$ cat src/hw/rtl/integer_execute_unit_assert.svh
// Assertion macros used by the integer execute unit RTL.
// No dependencies; the assertion forms drop out when SYNTH is defined.
`ifndef INTEGER_EXECUTE_UNIT_ASSERT_SVH
`define INTEGER_EXECUTE_UNIT_ASSERT_SVH

`ifndef SYNTH
// Same-cycle implication, disabled during reset.
`define IEU_ASSERT_IMPLY(label, clk, rst, ante, cons, msg) \
  label: assert property (@(posedge clk) disable iff (rst) (ante) |-> (cons)) \
    else $error(msg);
// Next-cycle implication, disabled during reset.
`define IEU_ASSERT_NEXT(label, clk, rst, ante, cons, msg) \
  label: assert property (@(posedge clk) disable iff (rst) (ante) |=> (cons)) \
    else $error(msg);
`else
`define IEU_ASSERT_IMPLY(label, clk, rst, ante, cons, msg)
`define IEU_ASSERT_NEXT(label, clk, rst, ante, cons, msg)
`endif

`endif

$ cat src/hw/rtl/ieu_pkg.sv
// Shared constants and the operation code type of the integer execute unit.
// No dependencies.
package ieu_pkg;

  localparam int DEF_REG_COUNT = 32;
  localparam int DATA_W        = 32;
  localparam int REG_IDX_W     = 5;
  localparam int OP_W          = 4;
  localparam int WORD_SHIFT    = 2;

  localparam logic [REG_IDX_W-1:0] LINK_REG = 5'd31;

  typedef enum logic [OP_W-1:0] {
    OP_ADDI = 4'd0,
    OP_ADD  = 4'd1,
    OP_SUB  = 4'd2,
    OP_MUL  = 4'd3,
    OP_DIV  = 4'd4,
    OP_BEQZ = 4'd5,
    OP_BNEZ = 4'd6,
    OP_JAL  = 4'd7,
    OP_JR   = 4'd8
  } op_t;

endpackage

$ cat src/hw/rtl/ieu_ram.sv
// Generic single-write, single-read synchronous RAM with registered read data.
// No dependencies.
module ieu_ram #(
  parameter int WIDTH = 32,
  parameter int DEPTH = 32
) (
  input  logic                     clk,
  input  logic                     we,
  input  logic [$clog2(DEPTH)-1:0] waddr,
  input  logic [WIDTH-1:0]         wdata,
  input  logic [$clog2(DEPTH)-1:0] raddr,
  output logic [WIDTH-1:0]         rdata
);

  logic [WIDTH-1:0] mem [DEPTH];

  always_ff @(posedge clk) begin
    if (we) begin
      mem[waddr] <= wdata;
    end
    rdata <= mem[raddr];
  end

endmodule

$ cat src/hw/rtl/ieu_div.sv
// Signed truncating divider, restoring, one quotient bit per cycle.
// Depends on ieu_pkg for the default data width.
module ieu_div
  import ieu_pkg::*;
#(
  parameter int WIDTH = DATA_W
) (
  input  logic             clk,
  input  logic             rst,
  input  logic             start,
  input  logic [WIDTH-1:0] dividend,
  input  logic [WIDTH-1:0] divisor,
  output logic             done,
  output logic [WIDTH-1:0] quotient
);

  localparam int CNT_W = $clog2(WIDTH + 1);

  logic             busy;
  logic             fix;
  logic [CNT_W-1:0] cnt;
  logic [WIDTH-1:0] rem;
  logic [WIDTH-1:0] quo;
  logic [WIDTH-1:0] mag_b;
  logic             neg;

  logic [WIDTH:0]   rem_sh;
  logic [WIDTH:0]   diff;

  // The partial remainder stays below the divisor magnitude, so the shifted
  // value fits one extra bit and the borrow of diff decides the quotient bit.
  assign rem_sh = {rem, quo[WIDTH-1]};
  assign diff   = rem_sh - {1'b0, mag_b};

  always_ff @(posedge clk) begin
    if (rst) begin
      busy <= 1'b0;
      fix  <= 1'b0;
      done <= 1'b0;
    end else begin
      // Done pulses in the cycle after the sign fix-up.
      done <= !start && !busy && fix;
      if (start) begin
        rem   <= '0;
        quo   <= dividend[WIDTH-1] ? (WIDTH'(0) - dividend) : dividend;
        mag_b <= divisor[WIDTH-1] ? (WIDTH'(0) - divisor) : divisor;
        neg   <= dividend[WIDTH-1] ^ divisor[WIDTH-1];
        cnt   <= CNT_W'(WIDTH);
        busy  <= 1'b1;
      end else if (busy) begin
        if (!diff[WIDTH]) begin
          rem <= diff[WIDTH-1:0];
          quo <= {quo[WIDTH-2:0], 1'b1};
        end else begin
          rem <= rem_sh[WIDTH-1:0];
          quo <= {quo[WIDTH-2:0], 1'b0};
        end
        cnt <= cnt - CNT_W'(1);
        if (cnt == CNT_W'(1)) begin
          busy <= 1'b0;
          fix  <= 1'b1;
        end
      end else if (fix) begin
        quotient <= neg ? (WIDTH'(0) - quo) : quo;
        fix      <= 1'b0;
      end
    end
  end

endmodule

$ cat src/hw/rtl/integer_execute_unit.sv
// Integer execute unit: one instruction per transaction against a register file RAM.
// Depends on ieu_pkg, ieu_ram, ieu_div and integer_execute_unit_assert.svh.
// A new instruction is accepted only in S_IDLE, after the previous result has moved to the
// output register; the three operand reads share the single RAM read port and the divider
// retires one bit per cycle.
// Reset (rst, synchronous, active high) empties both channels and marks every register zero.
`include "integer_execute_unit_assert.svh"

module integer_execute_unit
  import ieu_pkg::*;
#(
  parameter int REG_COUNT = DEF_REG_COUNT
) (
  input  logic        clk,
  input  logic        rst,
  // Input instruction stream.
  input  logic        s_axis_tvalid,
  output logic        s_axis_tready,
  // Bits from 0 up: reg_x[4:0], reg_y[9:5], reg_z[14:10], immediate[46:15],
  // current_pc[78:47], zero pad [79].
  input  logic [79:0] s_axis_tdata,
  // Bits from 0 up: req_type[3:0].
  input  logic [3:0]  s_axis_tuser,
  // Result stream.
  output logic        m_axis_tvalid,
  input  logic        m_axis_tready,
  // Bits from 0 up: new_pc[31:0], write_enable[32], write_index[37:33],
  // write_value[69:38], divide_by_zero[70], zero pad [71].
  output logic [71:0] m_axis_tdata
);

  localparam int IDX_W = $clog2(REG_COUNT);

  // The instruction walks through the states in order: the three operand
  // reads are issued one per cycle, each read word is captured in the next
  // state, then the operation executes, a divide with a nonzero divisor
  // waits in S_DIV, and the result waits in S_DONE for a free output register.
  typedef enum logic [2:0] {
    S_IDLE,
    S_RD_Y,
    S_RD_Z,
    S_RD_X,
    S_CAP_X,
    S_EXEC,
    S_DIV,
    S_DONE
  } state_t;

  state_t                state;

  // Latched instruction.
  op_t                   op;
  logic [REG_IDX_W-1:0]  rx;
  logic [REG_IDX_W-1:0]  ry;
  logic [REG_IDX_W-1:0]  rz;
  logic [DATA_W-1:0]     imm;
  logic [DATA_W-1:0]     pc;

  // Operand values.
  logic [DATA_W-1:0]     vx;
  logic [DATA_W-1:0]     vy;
  logic [DATA_W-1:0]     vz;

  // Result held until the output register takes it.
  logic [DATA_W-1:0]     res_pc;
  logic                  res_we;
  logic [REG_IDX_W-1:0]  res_idx;
  logic [DATA_W-1:0]     res_val;
  logic                  res_dz;

  // Register file. The RAM has no reset; a per-entry written flag, cleared
  // by reset, makes an unwritten register read as zero.
  logic [REG_COUNT-1:0]  written;
  logic                  rd_written;
  logic [IDX_W-1:0]      ram_raddr;
  logic [DATA_W-1:0]     ram_rdata;
  logic                  ram_we;
  logic [DATA_W-1:0]     rd_word;

  logic                  out_free;

  // Execute stage.
  logic [DATA_W-1:0]     exec_pc;
  logic                  exec_we;
  logic [REG_IDX_W-1:0]  exec_idx;
  logic [DATA_W-1:0]     exec_val;
  logic                  exec_dz;
  logic [DATA_W-1:0]     product;
  logic [DATA_W-1:0]     branch_pc;

  // Divider handshake.
  logic                  div_start;
  logic                  div_done;
  logic [DATA_W-1:0]     div_quot;

  assign s_axis_tready = (state == S_IDLE);
  assign out_free      = !m_axis_tvalid || m_axis_tready;
  assign rd_word       = rd_written ? ram_rdata : '0;

  // The write-back happens in the same cycle the result moves to the output
  // register, so the next instruction always reads the updated file.
  assign ram_we = (state == S_DONE) && out_free && res_we;

  always_comb begin
    case (state)
      S_RD_Y:  ram_raddr = ry[IDX_W-1:0];
      S_RD_Z:  ram_raddr = rz[IDX_W-1:0];
      S_RD_X:  ram_raddr = rx[IDX_W-1:0];
      default: ram_raddr = rx[IDX_W-1:0];
    endcase
  end

  ieu_ram #(
    .WIDTH (DATA_W),
    .DEPTH (REG_COUNT)
  ) u_regfile (
    .clk   (clk),
    .we    (ram_we),
    .waddr (res_idx[IDX_W-1:0]),
    .wdata (res_val),
    .raddr (ram_raddr),
    .rdata (ram_rdata)
  );

  ieu_div #(
    .WIDTH (DATA_W)
  ) u_div (
    .clk      (clk),
    .rst      (rst),
    .start    (div_start),
    .dividend (vy),
    .divisor  (vz),
    .done     (div_done),
    .quotient (div_quot)
  );

  // The low word of the product is registered into res_val directly.
  assign product   = vy * vz;
  // Branch offsets count words.
  assign branch_pc = pc + {imm[DATA_W-1-WORD_SHIFT:0], {WORD_SHIFT{1'b0}}};

  always_comb begin
    exec_pc  = pc;
    exec_we  = 1'b0;
    exec_idx = '0;
    exec_val = '0;
    exec_dz  = 1'b0;
    case (op)
      OP_ADDI: begin
        exec_we  = 1'b1;
        exec_idx = rx;
        exec_val = vy + imm;
      end
      OP_ADD: begin
        exec_we  = 1'b1;
        exec_idx = rx;
        exec_val = vy + vz;
      end
      OP_SUB: begin
        exec_we  = 1'b1;
        exec_idx = rx;
        exec_val = vy - vz;
      end
      OP_MUL: begin
        exec_we  = 1'b1;
        exec_idx = rx;
        exec_val = product;
      end
      OP_DIV: begin
        // The quotient itself comes from the divider later; a zero divisor
        // writes zero and raises the flag.
        exec_we  = 1'b1;
        exec_idx = rx;
        exec_dz  = (vz == '0);
      end
      OP_BEQZ: begin
        if (vx == '0) begin
          exec_pc = branch_pc;
        end
      end
      OP_BNEZ: begin
        if (vx != '0) begin
          exec_pc = branch_pc;
        end
      end
      OP_JAL: begin
        exec_we  = 1'b1;
        exec_idx = LINK_REG;
        exec_val = pc;
        exec_pc  = pc + imm;
      end
      OP_JR: begin
        exec_pc = vx;
      end
      default: begin
        // Unused codes leave the counter and the register file alone.
        exec_pc = pc;
      end
    endcase
  end

  always_ff @(posedge clk) begin
    if (rst) begin
      state         <= S_IDLE;
      m_axis_tvalid <= 1'b0;
      written       <= '0;
      div_start     <= 1'b0;
    end else begin
      // A divide with a nonzero divisor starts the divider as it leaves S_EXEC.
      div_start  <= (state == S_EXEC) && (op == OP_DIV) && !exec_dz;
      rd_written <= written[ram_raddr];
      // A result loaded in S_DONE replaces the one being accepted, so the
      // valid flag only drops when nothing new arrives.
      if (m_axis_tvalid && m_axis_tready && !((state == S_DONE) && out_free)) begin
        m_axis_tvalid <= 1'b0;
      end
      case (state)
        S_IDLE: begin
          if (s_axis_tvalid) begin
            op    <= op_t'(s_axis_tuser[3:0]);
            rx    <= s_axis_tdata[4:0];
            ry    <= s_axis_tdata[9:5];
            rz    <= s_axis_tdata[14:10];
            imm   <= s_axis_tdata[46:15];
            pc    <= s_axis_tdata[78:47];
            state <= S_RD_Y;
          end
        end
        S_RD_Y: begin
          state <= S_RD_Z;
        end
        S_RD_Z: begin
          vy    <= rd_word;
          state <= S_RD_X;
        end
        S_RD_X: begin
          vz    <= rd_word;
          state <= S_CAP_X;
        end
        S_CAP_X: begin
          vx    <= rd_word;
          state <= S_EXEC;
        end
        S_EXEC: begin
          res_pc  <= exec_pc;
          res_we  <= exec_we;
          res_idx <= exec_idx;
          res_val <= exec_val;
          res_dz  <= exec_dz;
          if ((op == OP_DIV) && !exec_dz) begin
            state <= S_DIV;
          end else begin
            state <= S_DONE;
          end
        end
        S_DIV: begin
          if (div_done) begin
            res_val <= div_quot;
            state   <= S_DONE;
          end
        end
        S_DONE: begin
          if (out_free) begin
            m_axis_tvalid <= 1'b1;
            m_axis_tdata  <= {1'b0, res_dz, res_val, res_idx, res_we, res_pc};
            if (res_we) begin
              written[res_idx[IDX_W-1:0]] <= 1'b1;
            end
            state <= S_IDLE;
          end
        end
        default: begin
          state <= S_IDLE;
        end
      endcase
    end
  end

  // A zero divisor always reports a write of zero.
  `IEU_ASSERT_IMPLY(a_dz_writes_zero, clk, rst,
                    m_axis_tvalid && m_axis_tdata[70],
                    m_axis_tdata[32] && (m_axis_tdata[69:38] == '0),
                    "divide by zero result must write zero")
  // A result without a register write carries zero index and value.
  `IEU_ASSERT_IMPLY(a_no_write_clean, clk, rst,
                    m_axis_tvalid && !m_axis_tdata[32],
                    (m_axis_tdata[37:33] == '0) && (m_axis_tdata[69:38] == '0),
                    "result without write must have zero index and value")
  // The divider only finishes while the sequencer waits for it.
  `IEU_ASSERT_IMPLY(a_div_done_in_div, clk, rst, div_done, state == S_DIV,
                    "divider finished outside of divide wait")
  // Handing a result to the output register always frees the sequencer.
  `IEU_ASSERT_NEXT(a_done_to_out, clk, rst, (state == S_DONE) && out_free,
                   m_axis_tvalid && (state == S_IDLE),
                   "result hand-off did not reach the output")

endmodule
$ cat config.mk
export PLATFORM = sky130hd
export DESIGN_NAME = integer_execute_unit
export DESIGN_NICKNAME = d
export VERILOG_FILES = /design/src/hw/rtl/ieu_pkg.sv /design/src/hw/rtl/ieu_ram.sv /design/src/hw/rtl/ieu_div.sv /design/src/hw/rtl/integer_execute_unit.sv
export VERILOG_INCLUDE_DIRS = /design/src /design/src/hw/rtl
export SDC_FILE = /design/constraint.sdc
export NUM_CORES = 2
export LEC_CHECK = 0
export BUFFER_PORTS_ARGS = -buffer_cell sky130_fd_sc_hd__buf_2
export CORE_MARGIN = 1
export CORE_UTILIZATION = 25
export CTS_CLUSTER_DIAMETER = 100
export DETAILED_ROUTE_END_ITERATION = 12
export GPL_TIMING_DRIVEN = 0
export SYNTH_ARGS = -nofsm -noshare
export SYNTH_HDL_FRONTEND = slang
export SYNTH_HIERARCHICAL = 1
export SYNTH_SLANG_ARGS = --single-unit
export TNS_END_PERCENT = 20
$ cat constraint.sdc
create_clock -name clk -period 22.2 [get_ports clk]
set_clock_uncertainty 0.15 [all_clocks]
set_input_delay 3.33 -clock clk [delete_from_list [all_inputs] [get_ports clk]]
set_output_delay 3.33 -clock clk [all_outputs]
set_load 0.01 [all_outputs]
# Yosys cells after proc, flatten, opt, wreduce, memory -nomap -nowiden
# Memory sizes are Yosys's and may differ from the RTL's. A register that Yosys moved wholly into a read port is not among the register bits.
# Cells that the tools add are included.
[word_totals] register_bits=497 mem_bits_rw=1024 in_bits=88 output_inout_bits=74 memories=1
[mem_list] memory="u_regfile.mem" depth=32 width=32 rd=1 rd_clocked_by_memory_dff=1 write_ports=1 line="ieu_ram.sv:15" source="logic [WIDTH-1:0] mem [DEPTH];"
[classes] addsub=10 multipliers=1 order_cmp=3 eq_ne=20 mux=39 bitwise_logic=5 reduce_logical=38
[op_table] cell="2-to-1 mux 32 bit" n=10
[op_table] cell="case mux 32 bit (5 select lines)" n=1
[op_table] cell="adder 32 bit" n=4
[op_table] cell="case mux 32 bit (4 select lines)" n=1
[op_table] cell="subtractor 1 x 32 -> 32 bit, first input constant" n=3
[op_table] cell="logical NOT 32 bit" n=2
[op_table] cell="case mux 32 bit (2 select lines)" n=1
[op_table] cell="subtractor 33 x 32 -> 33 bit" n=1
[op_table] cell="multiplier 32 x 32 -> 32 bit" n=1
[op_table] cell="OR 32 bit" n=1
[op_table] cell="nonzero test 32 bit" n=1
[op_table] cell="subtractor 32 bit" n=1
[op_table] cell="2-to-1 mux 31 bit" n=1
[op_table] cell="case mux 3 bit (8 select lines)" n=1
[op_table] cell="case mux 5 bit (2 select lines)" n=2
[op_table] cell="equality test 4 x 3 -> 1 bit, second input constant" n=4
[op_table] cell="2-to-1 mux 1 bit" n=16
[op_table] cell="AND reduction 3 bit" n=5
[op_table] cell="AND reduction 2 bit" n=7
[op_table] cell="equality test 3 bit, second input constant" n=4
[op_table] cell="less-than comparator 5 x 6 -> 1 bit, second input constant" n=2
[op_table] cell="logical AND 1 bit" n=10
[op_table] cell="2-to-1 mux 3 bit" n=3
[op_table] cell="equality test 4 x 2 -> 1 bit, second input constant" n=2
[op_table] cell="22 further kinds" n=32

# Logic depth before layout (Yosys ltp)
[logic_depth] ltp_word=8 ltp_mapped=28 ltp_nobuf=26

# Hierarchy
# Netlist, hierarchy kept.
[modules_own_cells] module="ieu_ram" n_inst=1 cells_per_inst=2260 area_each_um2=40492.6 seq_area_each_um2=31390.1
[modules_own_cells] module="integer_execute_unit" n_inst=1 cells_per_inst=3476 area_each_um2=35016.1 seq_area_each_um2=10410.0
[modules_own_cells] module="ieu_div" n_inst=1 cells_per_inst=857 area_each_um2=8730.9 seq_area_each_um2=4113.9

# Least setup slack after synthesis
# OpenSTA, ideal clock, no wires.
[synth_path] path_kind="input-to-reg" startpoint="input port rst" endpoint="register m_axis_tdata[0] (enable)" setup_time_ps=588 t_arrival_ps=8433 path_slack_ps=13029 cell_stages=4 n_path_buf=1 cell_sequence="clkbuf_1 -> inv_1 -> nand2_1 -> nor3_1"
[synth_between] elab_chain_cells=2
[synth_rtl] element="from (decl)" line="integer_execute_unit.sv:15" source="input logic rst,"
[synth_rtl] element="inverter 1 bit (no line)"
[synth_rtl] element="AND reduction 3 bit (no line)"
[synth_rtl] element="to (signal assigned)" line="integer_execute_unit.sv:265" source="m_axis_tdata <= {1'b0, res_dz, res_val, res_idx, res_we, res_pc};"
[synth_rtl] element="to (decl)" line="integer_execute_unit.sv:29" source="output logic [71:0] m_axis_tdata"
# No other way between the ends.
# A chain may end at the register's enable or synchronous reset.

# Worst setup path in the final report
[layout_path] startpoint="register vy[4]" endpoint="register res_val[30] (data pin)"
[layout_between] elab_chain_cells=3 word_cells_on_any_way=6 classes_between="3 x add/sub; 1 x mul; 2 x mux"
[layout_rtl] element="from (decl)" line="integer_execute_unit.sv:61" source="logic [DATA_W-1:0] vy;"
[layout_rtl] element="from (signal assigned)" line="integer_execute_unit.sv:233" source="vy <= rd_word;"
[layout_rtl] element="multiplier 32 x 32 -> 32 bit (tied with other cells)" line="integer_execute_unit.sv:138" source="assign product = vy * vz;"
[layout_rtl] element="case mux 32 bit (5 select lines) (*)" line="integer_execute_unit.sv:148" source="case (op)"
[layout_rtl] element="case mux 32 bit (2 select lines) (*)" line="integer_execute_unit.sv:217" source="case (state)"
[layout_rtl] element="to (signal assigned)" line="integer_execute_unit.sv:248" source="res_val <= exec_val;"
[layout_rtl] element="to (signal assigned)" line="integer_execute_unit.sv:258" source="res_val <= div_quot;"
[layout_rtl] element="to (decl)" line="integer_execute_unit.sv:68" source="logic [DATA_W-1:0] res_val;"
# Mark *: on every way between the ends. The rest lies on a longest branch, timed or not.

==> reports/qor.yml <==
portBuffers: 159
synthArstFlopShare: 0
synth_cells: 6593
grt_overflow: 0
die-area_um2: 339000
clock-sinks: 1553
cp_max_fo: 10
crit_top_cell: "fa_1"
reg_top3: "u_regfile/mem x1024, m_axis_tdata x71"
regArea_um2: 45900
avgSynthCellArea_um2: 12.8
grt_pass1_vias: 55900
start_kind: "register"
finalMaxSlewViolations: 0
layout.cells.most_common_list: "edfxtp_1, mux2i_1, nand2_1"
crit_family: "adder cells"
wl_per_cell_um: 23.8
postLayoutCoreUtil: 0.290
rsz0062_at_grt: "false"
worstSetupPathType: "reg -> reg"
synth_top_area_frac: 0.528
critPathSlowestCell: "a2111oi_0"
vias: 56000
drive_gt1_frac: 0.0870
track_usage: 0.158
place_ws_ns: 11.86
finalSetupViolCount: 0
routed_via_density: 4.83
drt-initial-drc-count: 5736
die_w_um: 582
gp_congestion: 0.951
ant_nets: 0
num_io_pins: 162
cellPowerDensity_nw_per_um2: 123
finalCritPeriodShare: 0.473
antenna_found_initial: 19
layout.nets: 7729
cts-root-buf: "clkbuf_16"
synthDistinctLibCells: 91
die_h_um: 582
grt_max_degree: 60
finalPower_mw: 11.9
max_slew.worst_pin.slew_ns: 1.38
ctsLongestPathBuffers: 4
drc: 0
clk-insertion-delay-late_ns: 0.80
synth_fp_nets: 7346
finalWirelength_mm: 275
p_leak_nw: 35.2
finalCriticalPeriod_ns: 10.50
layout_commonest_cell: "edfxtp_1"
worst-endpoint-required_ns: 22.52
firstDrtPassIters: 8
setup_ws_ns: 11.70
tns_ns: 0
synth_edf_count: 1481
synth_top_area_cell: "edfxtp_1"
status: "finished clean"
htree_levels: 4
post_cts_buffers: 0
yosysSeqAreaShare: 0.545
cts_hold_buf: 0
synth_area_leaders: "edfxtp_1, fa_1, mux2i_1"
hold_violations: 0
ir_worst_vdd_v: 0.000374
cp.arrival_ns: 10.82
coreArea_um2: 334000
slew_headroom: 0.0794
cp_num_buf_inv: 5
numCtsBuffers: 153
fill_cells: 33700
ys_ff_latch: 1553
syn_to_final_growth_pct: 15.0
rows: 212
cts_tree: "yes"
grt_pass1_wl_mm: 392
multi_input_area_um2: 35400
synthFlopType: "edfxtp_1"
cap_violations: 0
max_clock_freq_ghz: 0.0952
ys_warn_count: 6
slowest_delay_ns: 1.13
synth_area_um2: 84200
regMostFlops: "u_regfile/mem"
largest_reg_flops: 1024
hold_class: "reg -> reg"
clkTransAtPathRegs_ns: 0.06
cts_resized: 0
start_util: 0.252
dpl.hpwl_mm: 207
end_kind: "register"
worst paths after layout:
path | start | endpoint | slack, ns | cells after the start
worst min-delay path | res_pc[10] | m_axis_tdata[10] | 0.25 | 0
worst min register to register | res_pc[10] | m_axis_tdata[10] | 0.25 | 0
worst max register to register | vy[4] | res_val[30] | 11.70 | 25
worst max-delay path | vy[4] | res_val[30] | 11.70 | 25
kinds of logic after synthesis:
logic type	count (synthesis)	share of synthesized area
adder cells (fa/ha/maj)	665	0.135
other	1	0.0000445
AND/OR/NAND/NOR	1645	0.0965
AO/OA/AOI/OAI	1076	0.0849
XOR/XNOR	309	0.0321
flip-flops	1553	0.545
buffers and inverters	791	0.0389
multiplexers	553	0.0670
report_power, final:
part | internal, mW | leakage, nW | switching [mW] | total (mW)
logic | 2.08 | 18.9 | 4.05 | 6.13
clock network | 1.42 | 2.29 | 1.08 | 2.49
registers | 3.24 | 14.0 | 0.0643 | 3.30
total | 6.74 | 35.2 | 5.19 | 11.9
metal layers:
layer,routed length (µm),GRT usage
met3,20300,0.0263
met4,9690,0.0514
met1,116000,0.210
met5,46,0
met2,129000,0.260
cell usage after synthesis (49+ instances only):
library cell  number
nand3_1          132
dfxtp_1           72
nor2_1           308
a21oi_1          290
a22o_1            67
o21ai_0          185
edfxtp_1        1481
a31oi_1           58
xor2_1           100
nor3_1            97
ha_1             253
fa_1             412
and2_1           351
xnor2_1          209
a22oi_1          110
a21o_1            49
clkbuf_1         223
mux2i_1          540
inv_1            471
nand2_1          521
cell type report:
type | instances | area share
clock buffer | 189 | 0.0422
sequential | 1553 | 0.474
multi-input combinational | 4249 | 0.365
timing repair buffer | 228 | 0.0208
buffer | 319 | 0.0155
antenna | 11 | 0.000284
inverter | 472 | 0.0183
tap | 4494 | 0.0580
clock inverter | 72 | 0.00626
stage by stage:
stage               cells  cell area (µm²)  hold WS, ns
floorplan            6593            84200        0.250
global route        11600            96900        0.257
global placement    11200            90700        0.255
finish              11600            96900        0.255
detailed placement  11300            92000        0.256
CTS                 11600            96700        0.247
(Power assumes the default switching activity.)
